===== config.mk =====
export PLATFORM = sky130hd
export DESIGN_NAME = kth_earliest_date_select
export DESIGN_NICKNAME = d
export VERILOG_FILES = /design/src/rtl/kds_pkg.sv /design/src/rtl/kds_ram.sv /design/src/rtl/kds_ctrl.sv /design/src/rtl/kds_dp.sv /design/src/rtl/kth_earliest_date_select.sv
export SDC_FILE = /design/constraint.sdc
export NUM_CORES = 2
export LEC_CHECK = 0
export ABC_CLOCK_PERIOD_IN_PS = 12250
export BUFFER_PORTS_ARGS = -buffer_cell sky130_fd_sc_hd__buf_2
export CORE_MARGIN = 10
export CORE_UTILIZATION = 45
export DETAILED_ROUTE_END_ITERATION = 12
export GPL_ROUTABILITY_DRIVEN = 0
export SYNTH_ARGS = -nofsm -noshare
export SYNTH_HDL_FRONTEND = slang
export SYNTH_SLANG_ARGS = --single-unit

===== constraint.sdc =====
create_clock -name clk -period 12.25 [get_ports clk]
set_clock_uncertainty 0.1 [all_clocks]
set_input_delay 0.6125 -clock clk [delete_from_list [all_inputs] [get_ports clk]]
set_output_delay 0.6125 -clock clk [all_outputs]
set_load 0.02 [all_outputs]

===== src/rtl/kds_pkg.sv =====
package kds_pkg;

	// field widths of one date
	localparam int YEAR_W = 14;
	localparam int SUB_W  = 7;
	localparam int DATE_W = YEAR_W + 2 * SUB_W;
	localparam int RANK_W = 7;

	// controller to datapath commands
	typedef struct packed {
		logic load;     // take the input item, start the insertion
		logic shift;    // move the entry just read up one place
		logic place;    // write the new date into its slot
		logic publish;  // load the result register and clear the set
	} cmd_t;

	// datapath to controller status
	typedef struct packed {
		logic full;     // store holds MAX_DATES dates
		logic empty;    // store holds no date
		logic idx_one;  // insertion slot is 1
		logic greater;  // entry read is later than the new date
		logic last;     // current item closes the set
		logic out_free; // result register can take a new item
	} status_t;

endpackage


===== src/rtl/kds_ram.sv =====
module kds_ram #(
	parameter int WIDTH = 28,
	parameter int DEPTH = 64
) (
	input  logic                     clk,
	input  logic                     we,
	input  logic [$clog2(DEPTH)-1:0] waddr,
	input  logic [WIDTH-1:0]         wdata,
	input  logic [$clog2(DEPTH)-1:0] raddr,
	output logic [WIDTH-1:0]         rdata
);

	logic [WIDTH-1:0] mem [DEPTH];

	// one write port, one registered read port
	always_ff @(posedge clk) begin
		if (we) begin
			mem[waddr] <= wdata;
		end
		rdata <= mem[raddr];
	end

endmodule


===== src/rtl/kds_ctrl.sv =====
module kds_ctrl (
	input  logic             clk,
	input  logic             arst_n,
	input  logic             in_valid,
	input  kds_pkg::status_t status,
	output logic             in_stall,
	output kds_pkg::cmd_t    cmd
);

	import kds_pkg::*;

	typedef enum logic [2:0] {
		ST_IDLE,
		ST_CMP,
		ST_PLACE,
		ST_SELECT,
		ST_RESULT
	} state_t;

	state_t state_q;
	state_t state_d;
	logic   accept;

	assign in_stall = (state_q != ST_IDLE);
	assign accept   = in_valid && (state_q == ST_IDLE);

	// next state and commands
	always_comb begin
		state_d     = state_q;
		cmd         = '0;
		unique case (state_q)
			ST_IDLE: begin
				if (accept) begin
					cmd.load = 1'b1;
					priority if (status.full) begin
						// no room: date is dropped
						state_d = ST_SELECT;
					end else if (status.empty) begin
						state_d = ST_PLACE;
					end else begin
						state_d = ST_CMP;
					end
				end
			end
			ST_CMP: begin
				if (status.greater) begin
					cmd.shift = 1'b1;
					state_d   = status.idx_one ? ST_PLACE : ST_CMP;
				end else begin
					cmd.place = 1'b1;
					state_d   = status.last ? ST_SELECT : ST_IDLE;
				end
			end
			ST_PLACE: begin
				cmd.place = 1'b1;
				state_d   = status.last ? ST_SELECT : ST_IDLE;
			end
			ST_SELECT: begin
				// rank entry is being read; a dropped non-last date ends here
				state_d = status.last ? ST_RESULT : ST_IDLE;
			end
			ST_RESULT: begin
				if (status.out_free) begin
					cmd.publish = 1'b1;
					state_d     = ST_IDLE;
				end
			end
			default: begin
				state_d = ST_IDLE;
			end
		endcase
	end

	always_ff @(posedge clk or negedge arst_n) begin
		if (!arst_n) begin
			state_q <= ST_IDLE;
		end else begin
			state_q <= state_d;
		end
	end

endmodule


===== src/rtl/kds_dp.sv =====
module kds_dp #(
	parameter int MAX_DATES = 64
) (
	input  logic                        clk,
	input  logic                        arst_n,
	input  kds_pkg::cmd_t               cmd,
	output kds_pkg::status_t            status,
	input  logic [kds_pkg::YEAR_W-1:0]  year,
	input  logic [kds_pkg::SUB_W-1:0]   month,
	input  logic [kds_pkg::SUB_W-1:0]   day,
	input  logic                        last_item,
	input  logic                        cfg_valid,
	input  logic [kds_pkg::RANK_W-1:0]  cfg_data,
	input  logic                        out_stall,
	output logic                        out_valid,
	output logic [kds_pkg::YEAR_W-1:0]  result_year,
	output logic [kds_pkg::SUB_W-1:0]   result_month,
	output logic [kds_pkg::SUB_W-1:0]   result_day,
	output logic                        found,
	output logic                        overflowed
);

	import kds_pkg::*;

	localparam int AW = $clog2(MAX_DATES);
	localparam int CW = $clog2(MAX_DATES + 1);
	localparam int RW = (AW > RANK_W) ? AW : RANK_W;

	logic [DATE_W-1:0] key_q;
	logic              last_q;
	logic [CW-1:0]     idx_q;
	logic [CW-1:0]     count_q;
	logic              overflow_q;
	logic [RANK_W-1:0] rank_q;
	logic              out_valid_q;

	logic [DATE_W-1:0] rd_data;
	logic [AW-1:0]     raddr;
	logic [AW-1:0]     waddr;
	logic [DATE_W-1:0] wdata;
	logic              we;
	logic [CW-1:0]     count_m1;
	logic [CW-1:0]     idx_m2;
	logic [RW-1:0]     rank_m1;
	logic              rank_ok;

	assign count_m1 = count_q - CW'(1);
	assign idx_m2   = idx_q - CW'(2);
	assign rank_m1  = RW'(rank_q) - RW'(1);
	assign rank_ok  = (rank_q != '0) && ({{CW{1'b0}}, rank_q} <= {{RANK_W{1'b0}}, count_q});

	// read address: next entry below the slot, or the wanted rank
	always_comb begin
		priority if (cmd.load) begin
			raddr = count_m1[AW-1:0];
		end else if (cmd.shift) begin
			raddr = idx_m2[AW-1:0];
		end else begin
			raddr = rank_m1[AW-1:0];
		end
	end

	// write: shifted entry or the new date at the slot
	assign we    = cmd.shift || cmd.place;
	assign waddr = idx_q[AW-1:0];
	assign wdata = cmd.shift ? rd_data : key_q;

	kds_ram #(
		.WIDTH (DATE_W),
		.DEPTH (MAX_DATES)
	) u_store (
		.clk   (clk),
		.we    (we),
		.waddr (waddr),
		.wdata (wdata),
		.raddr (raddr),
		.rdata (rd_data)
	);

	// status to the controller
	always_comb begin
		status.full     = (count_q == CW'(MAX_DATES));
		status.empty    = (count_q == '0);
		status.idx_one  = (idx_q == CW'(1));
		status.greater  = (rd_data > key_q);
		status.last     = last_q;
		status.out_free = !out_valid_q || !out_stall;
	end

	// item registers
	always_ff @(posedge clk) begin
		if (cmd.load) begin
			key_q  <= {year, month, day};
			last_q <= last_item;
		end
	end

	// slot, count, overflow, rank and result valid
	always_ff @(posedge clk or negedge arst_n) begin
		if (!arst_n) begin
			idx_q       <= '0;
			count_q     <= '0;
			overflow_q  <= 1'b0;
			rank_q      <= RANK_W'(1);
			out_valid_q <= 1'b0;
		end else begin
			if (cfg_valid) begin
				rank_q <= cfg_data;
			end
			if (cmd.load) begin
				idx_q <= count_q;
				if (count_q == CW'(MAX_DATES)) begin
					overflow_q <= 1'b1;
				end
			end else if (cmd.shift) begin
				idx_q <= idx_q - CW'(1);
			end
			if (cmd.place) begin
				count_q <= count_q + CW'(1);
			end
			if (cmd.publish) begin
				count_q     <= '0;
				overflow_q  <= 1'b0;
				out_valid_q <= 1'b1;
			end else if (!out_stall) begin
				out_valid_q <= 1'b0;
			end
		end
	end

	// result register
	always_ff @(posedge clk) begin
		if (cmd.publish) begin
			result_year  <= rank_ok ? rd_data[DATE_W-1 -: YEAR_W] : '0;
			result_month <= rank_ok ? rd_data[2*SUB_W-1 -: SUB_W] : '0;
			result_day   <= rank_ok ? rd_data[SUB_W-1:0] : '0;
			found        <= rank_ok;
			overflowed   <= overflow_q;
		end
	end

	assign out_valid = out_valid_q;

endmodule


===== src/rtl/kth_earliest_date_select.sv =====
// Inserts one date per item into a sorted store held in a single-port-pair RAM.
// A non-last item is compared with the stored dates from the top down; each stored
// date later than it moves up one place (one compare-and-shift per cycle through
// the RAM read/write ports) before it is placed. A last item then reads the wanted
// rank and loads the result. Reset (arst_n low) empties the store, clears overflow,
// sets the rank register to 1; store contents are not cleared, only the count.
module kth_earliest_date_select #(
	parameter int MAX_DATES = 64
) (
	input  logic                        clk,
	input  logic                        arst_n,
	input  logic                        in_valid,
	output logic                        in_stall,
	input  logic [kds_pkg::YEAR_W-1:0]  year,
	input  logic [kds_pkg::SUB_W-1:0]   month,
	input  logic [kds_pkg::SUB_W-1:0]   day,
	input  logic                        last_item,
	output logic                        out_valid,
	input  logic                        out_stall,
	output logic [kds_pkg::YEAR_W-1:0]  result_year,
	output logic [kds_pkg::SUB_W-1:0]   result_month,
	output logic [kds_pkg::SUB_W-1:0]   result_day,
	output logic                        found,
	output logic                        overflowed,
	input  logic                        cfg_valid,
	output logic                        cfg_ready,
	input  logic [kds_pkg::RANK_W-1:0]  cfg_data
);

	import kds_pkg::*;

	cmd_t    cmd;
	status_t status;

	// rank register takes a write at any time
	assign cfg_ready = 1'b1;

	kds_ctrl u_ctrl (
		.clk      (clk),
		.arst_n   (arst_n),
		.in_valid (in_valid),
		.status   (status),
		.in_stall (in_stall),
		.cmd      (cmd)
	);

	kds_dp #(
		.MAX_DATES (MAX_DATES)
	) u_dp (
		.clk          (clk),
		.arst_n       (arst_n),
		.cmd          (cmd),
		.status       (status),
		.year         (year),
		.month        (month),
		.day          (day),
		.last_item    (last_item),
		.cfg_valid    (cfg_valid),
		.cfg_data     (cfg_data),
		.out_stall    (out_stall),
		.out_valid    (out_valid),
		.result_year  (result_year),
		.result_month (result_month),
		.result_day   (result_day),
		.found        (found),
		.overflowed   (overflowed)
	);

endmodule


-- Yosys cells after proc, flatten, opt, wreduce, memory -nomap -nowiden
Memories as Yosys holds them, arrays and structs flattened. A register that Yosys moved wholly into a read port is not among the register bits.
Index checks and enable logic that the tools add are counted.
- mux-type cells: 31
- reduce and logical (&&, ||, !) cells: 16
- equal/unequal tests: 9
- add/subtract/negate cells: 5
- order comparisons: 2
- operators with widths (cell ; number):
    28-bit greater-than comparator ; 1
    28-bit two-way mux ; 1
    7-bit two-way mux ; 4
    3-bit one-hot mux with 5 select lines ; 1
    1-bit two-way mux ; 14
    3-bit two-way mux ; 4
    6-bit two-way mux ; 2
    6-bit by 1-bit subtractor with 6-bit output (second input constant) ; 2
    2-bit two-way mux ; 4
    2-bit nonzero test ; 4
    7-bit by 1-bit adder with 7-bit output (second input constant) ; 1
    7-bit by 1-bit == test with 1-bit output (second input constant) ; 1
    7-bit == test (second input constant) ; 1
    7-bit <= comparator ; 1
    7-bit logical NOT ; 1
    7-bit nonzero test ; 1
    7-bit by 1-bit subtractor with 7-bit output (second input constant) ; 1
    3-bit by 2-bit == test with 1-bit output (second input constant) ; 2
    6-bit by 2-bit subtractor with 6-bit output (second input constant) ; 1
    2-bit by 1-bit inequality test with 1-bit output (second input constant) ; 2
    2-bit AND reduction ; 2
    3-bit by 1-bit == test with 1-bit output (second input constant) ; 1
    3-bit == test (second input constant) ; 1
    3-bit logical NOT ; 1
    6 further kinds ; 9
- bits of input ports: 41
- flip-flop bits (word level): 85
- memories kept: 1
- RAM bits: 1792
- output and inout bits: 33
- logic and storage cells: 77
- memory list (memory ; depth ; width ; read ports ; clocked after Yosys merged registers in ; write ports ; line ; text):
    u_dp.u_store.mem ; 64 ; 28 ; 1 ; 1 ; 1 ; kds_ram.sv:13 ; logic [WIDTH-1:0] mem [DEPTH];

-- Logic depth before layout (Yosys ltp)
- depth in word-level cells: 6
- mapped depth: 21
- gate-level depth less buffers: 13

-- Cells and area by module
Synthesis repeated with hierarchy kept, for this count alone.
- cells, all modules: 3567
- area total of the unflattened synthesis: 74112.3 um^2
- modules (own cells, without submodules) (module ; sequential area each (um^2) ; times used ; area each (um^2) ; cells each):
    kds_ram ; 54372.1 ; 1 ; 69188.9 ; 3105
    kds_dp ; 2348.5 ; 1 ; 4668.2 ; 431
    kds_ctrl ; 75.1 ; 1 ; 244.0 ; 29
    kth_earliest_date_select ; 0.0 ; 1 ; 11.3 ; 2

-- Worst setup path after synthesis
Ideal clock, no wire load.
- path type: register -> register
- from: register u_dp.key_q[27]
- to: memory u_dp.u_store.mem[0][10] (data pin)
- cell stages (with the launch flop): 13
- setup time: 0.702 ns
- data required time: 11.448 ns
- setup slack: 6.688 ns
- path buffers: 4
- data arrival time: 4.760 ns
- period minus slack after synthesis: 5.562 ns
- path through: edfxtp_1 > inv_1 > ha_1 > nand4_2 > nor4_1 > a21o_1 > a21oi_1 > a21o_1 > buf_6 > buf_6 > clkbuf_1 > clkbuf_1 > o21ai_0
- longest elaborated chain between the ends: 4
- ends and longest elaborated chain (item ; line ; text):
    start: declaration ; kds_dp.sv:29 ; logic [DATE_W-1:0] key_q;
    start signal: assignment ; kds_dp.sv:93 ; key_q <= {year, month, day};
    28-bit greater-than comparator ; kds_dp.sv:85 ; status.greater = (rd_data > key_q);
    1-bit two-way mux ; kds_ctrl.sv:46 ; if (status.greater) begin
    1-bit two-way mux ; kds_ctrl.sv:31 ; unique case (state_q)
    28-bit two-way mux ; kds_dp.sv:66 ; assign wdata = cmd.shift ? rd_data : key_q;
    net u_dp.u_store.wdata[10] ; kds_ram.sv:8 ; input logic [WIDTH-1:0] wdata,
    end: declaration ; kds_ram.sv:13 ;
The timed path passes the listed nets, and every way through them passes these cells.

-- Worst setup path in the final report
- from: register u_dp.key_q[27]
- to: register u_dp.u_store.rdata[15], read port of u_dp.u_store.mem
- longest elaborated chain between the ends: 5
- ends and longest elaborated chain (item ; line ; text):
    28-bit greater-than comparator ; kds_dp.sv:85 ;
    1-bit two-way mux ; kds_ctrl.sv:46 ;
    1-bit two-way mux ; kds_ctrl.sv:31 ;
    6-bit two-way mux ; kds_dp.sv:56 ; end else if (cmd.shift) begin
    6-bit two-way mux ; kds_dp.sv:54 ; priority if (cmd.load) begin
    end: declaration ; kds_ram.sv:10 ; output logic [WIDTH-1:0] rdata
No other way between the ends.
A chain may end at the register's enable or synchronous reset.

==> metrics <==
status finished, final reports clean; Post-CTS Setup Bufs 0; crit path launch type flip-flop; relative slew slack 0.131; Syn Area/Cell between 10 and 15 µm²; worst setup path startpoint u_dp.key_q[27]$_DFFE_PP_; DR pass1 iterations 5; Std-Cell Core Area 0.167 mm²; CP Class flip-flop to flip-flop; CP max stage cell nor4_1; max incr delay on CP 1.13 ns; Post-synth EDFFs 1851; max_cap viols 0; Initial Util 0.453; Design Area, Final 0.0861 mm²; routed via count ~46000; buffer and inverter count on the worst path 4; dpl cells between 7000 and 8000; share of layout cells above drive strength 1 0.132; Pins Over Slew Limit 0; CTS resizes 0; final setup violation count 0; Total GRT Usage 0.230; CTS tree done; DP Worst Slack 4.21 ns; global-route wire length before repair 315 mm; worst path cell trace inv_1, ha_1, nand4_2, nor3_1, a22oi_1, a21oi_1, a21o_4, buf_4, mux2_8, buf_12, buf_4, nand2_1, a31o_1, or4_1, nor4_1, a211o_1; flops & latches, synth 1905; kind of end point of the critical path flip-flop; Synth top area share 0.733; slew at the pin closest to its max-slew limit 1.29 ns; Max IR drop VDD between 300 and 400 µV; initial antenna violation count 4; Post-DP HPWL 122 mm; Cell Count, Final, Fillers Out 7720; HP Class input pin to flip-flop; Ys Warns 0; drt via density roughly 6; CP most frequent cell buf_4; ys flop type edfxtp_1; final net count roughly 5400; Fin. Hold Viols 0; Die ar. ~0.19 mm²; Final ANT Viol Nets 0; synthesized cell area 0.0759 mm²; final worst-path cycle share 0.658; fillcell total 13800; Seq/Total Area, Yosys 0.748; FF-to-FF End u_dp.u_store.rdata[15]$_DFF_P_; fmax 124 MHz; synth cell count leaders edfxtp_1 (1851), nand2_1 (1134), nand3_1 (458); Async SR Flop Fraction 0.0136; Worst Path Max Fanout 125; Synth Instances between 5000 and 6000; top post-synthesis cells by area edfxtp_1 (73%), nand2_1 (5.6%), mux2i_1 (4.1%); total negative slack 0 ns; clock period minus final worst setup slack 8.06 ns; vias in the first global route between 40000 and 50000; drc violations 0; Root Driver clkbuf_16; Clock Path Buffers 3; 1st-iter DRT viols between 5000 and 6000; drt total wl around 220 mm; Critical Path End u_dp.u_store.rdata[15]$_DFF_P_; chip width ~430 µm; IO Pins 74; Clock transition at path regs 0.06 ns; area leader, netlist edfxtp_1; Area growth syn-to-layout 13.4%; Avg WL per Cell 28.3 µm; RSZ-0062 raised after global routing false; H-tree Lvls 4; most common cell in the synthesized netlist edfxtp_1; PwrDens 281 mW/mm²; Critical Path RT approximately 13 ns; crit-path leading delay family simple AND/OR/NAND/NOR gates; Num CTS Buffers 192; grt total ovfl 0; reg2reg path depth 16; WP depth 16; total chip power 0.0242 W; final worst slack 4.19 ns; largest net degree at the start of global routing 167; clk sinks 1905; flop2flop setup slack about 4.2 ns; port bufs 72; worst-skew pair later-pin latency 0.83 ns; row count 150; r2r startpoint u_dp.key_q[27]$_DFFE_PP_; Critical Path AT 8.73 ns; Area after DPL about 0.080 mm²; post-synthesis cell type count 74; Lkg Pwr just under 30 nW; Syn Nets 5299; DIE HEIGHT 431 µm
[through the flow]
step                       util  hold slack, ns
after floorplan               -           0.217
after global placement    0.475           0.339
after detailed placement  0.475           0.352
after CTS                 0.514         0.00120
after global routing      0.514         0.00168
final                     0.514          0.0482
[cell families (layout without fill, tap and decap cells)]
group | Yosys count | in the layout | share of synthesized area
AOI/OAI and AO/OA | 630 | 630 | 0.0606
xor gates and xnor gates | 18 | 18 | 0.00208
adders and majority gates | 46 | 46 | 0.00758
buffers and inverters | 344 | 647 | 0.0213
DFF | 1905 | 1905 | 0.748
muxes | 373 | 373 | 0.0505
other | 1 | 2 | 0.0000494
and+or+nand+nor | 1895 | 1895 | 0.109
[routing by layer]
metal | vias to the layer above | global-route usage | part of all wire
li1 | 19900 | - | -
met1 | 23300 | 0.306 | 0.40
met2 | 1949 | 0.381 | 0.49
met3 | 323 | 0.0377 | 0.077
met4 | 2 | 0.0875 | 0.039
met5 | - | 0 | 0.000055
[sequential cells by signal, indices dropped and copies added (netlist names)]
| register | flops |
|---|---|
| u_dp.key_q | 28 |
| u_dp.result_year | 14 |
| u_dp.overflow_q | 1 |
| u_dp.result_day | 7 |
| u_dp.out_valid | 1 |
| u_dp.overflowed | 1 |
| u_dp.u_store.mem | 1792 |
| u_ctrl.state_q | 3 |
| u_dp.u_store.rdata | 28 |
| u_dp.result_month | 7 |
| u_dp.found | 1 |
| u_dp.rank_q | 7 |
| u_dp.count_q | 7 |
| u_dp.last_q | 1 |
| u_dp.idx_q | 7 |
[worst min-delay path by stage]
stage | from | endpoint | slack (ns) | cells after the start
floorplan | arst_n | u_ctrl.state_q[0]$_DFFE_PN0P_ | 0.22 | 0
global placement | u_dp.overflow_q$_DFFE_PN0P_ | u_dp.overflowed$_DFFE_PP_ | 0.34 | 0
global route | year[1] | u_dp.key_q[15]$_DFFE_PP_ | 0.002 | 1
CTS | month[5] | u_dp.key_q[12]$_DFFE_PP_ | 0.001 | 1
finish | in_valid | u_ctrl.state_q[0]$_DFFE_PN0P_ | 0.05 | 3
detailed placement | u_dp.overflow_q$_DFFE_PN0P_ | u_dp.overflowed$_DFFE_PP_ | 0.35 | 0
[timing repair]
item | in CTS | in global routing
hold buffers | 36 | 3
endpoints found under the setup margin | 0 | 0
hold endpoints to repair | 60 | 3
[layout make-up]
type / instances / area (µm²) / share of cell area
Tap cell: 2204 / 2760 / 0.0320
Clock inverter: 106 / 1040 / 0.0121
Antenna cell: 1 / 2.50 / 0.0000291
Inverter: 44 / 165 / 0.00192
Timing Repair Buffer: 250 / 1840 / 0.0214
Multi-Input combinational cell: 2963 / 18300 / 0.213
Sequential cell: 1905 / 56800 / 0.660
Clock buffer: 247 / 5130 / 0.0596
[worst min-delay path, stage by stage]
cell,delay [ns]
buf_2,0.09
nor3_1,0.05
nor3_1,0.15
[layout by cell type, fill, tap and decap left out, types with 43 or more instances in the layout]
| cell type | synthesis | layout |
|---|---|---|
| mux2i_1 | 310 | 310 |
| buf_2 | 90 | 72 |
| mux2_2 | 60 | 60 |
| clkbuf_1 | 141 | 45 |
| a21oi_1 | 108 | 107 |
| o221a_2 | 52 | 52 |
| buf_4 | 32 | 135 |
| nand2_1 | 1134 | 1132 |
| clkinv_1 | 0 | 43 |
| nand3_1 | 458 | 457 |
| edfxtp_1 | 1851 | 1851 |
| ha_1 | 46 | 46 |
| nor2_4 | 3 | 56 |
| and2_1 | 56 | 56 |
| inv_1 | 44 | 43 |
| clkbuf_16 | 0 | 194 |
| o21ai_0 | 95 | 65 |
[power breakdown]
group	leakage [nW]	internal [W]	switching, W	total [W]
combinational	9.10	0.00263	0.00719	0.00981
clock	3.01	0.00328	0.00248	0.00577
sequential	17.3	0.00850	0.000155	0.00865
Note: power is estimated with default switching activity, not from simulation.
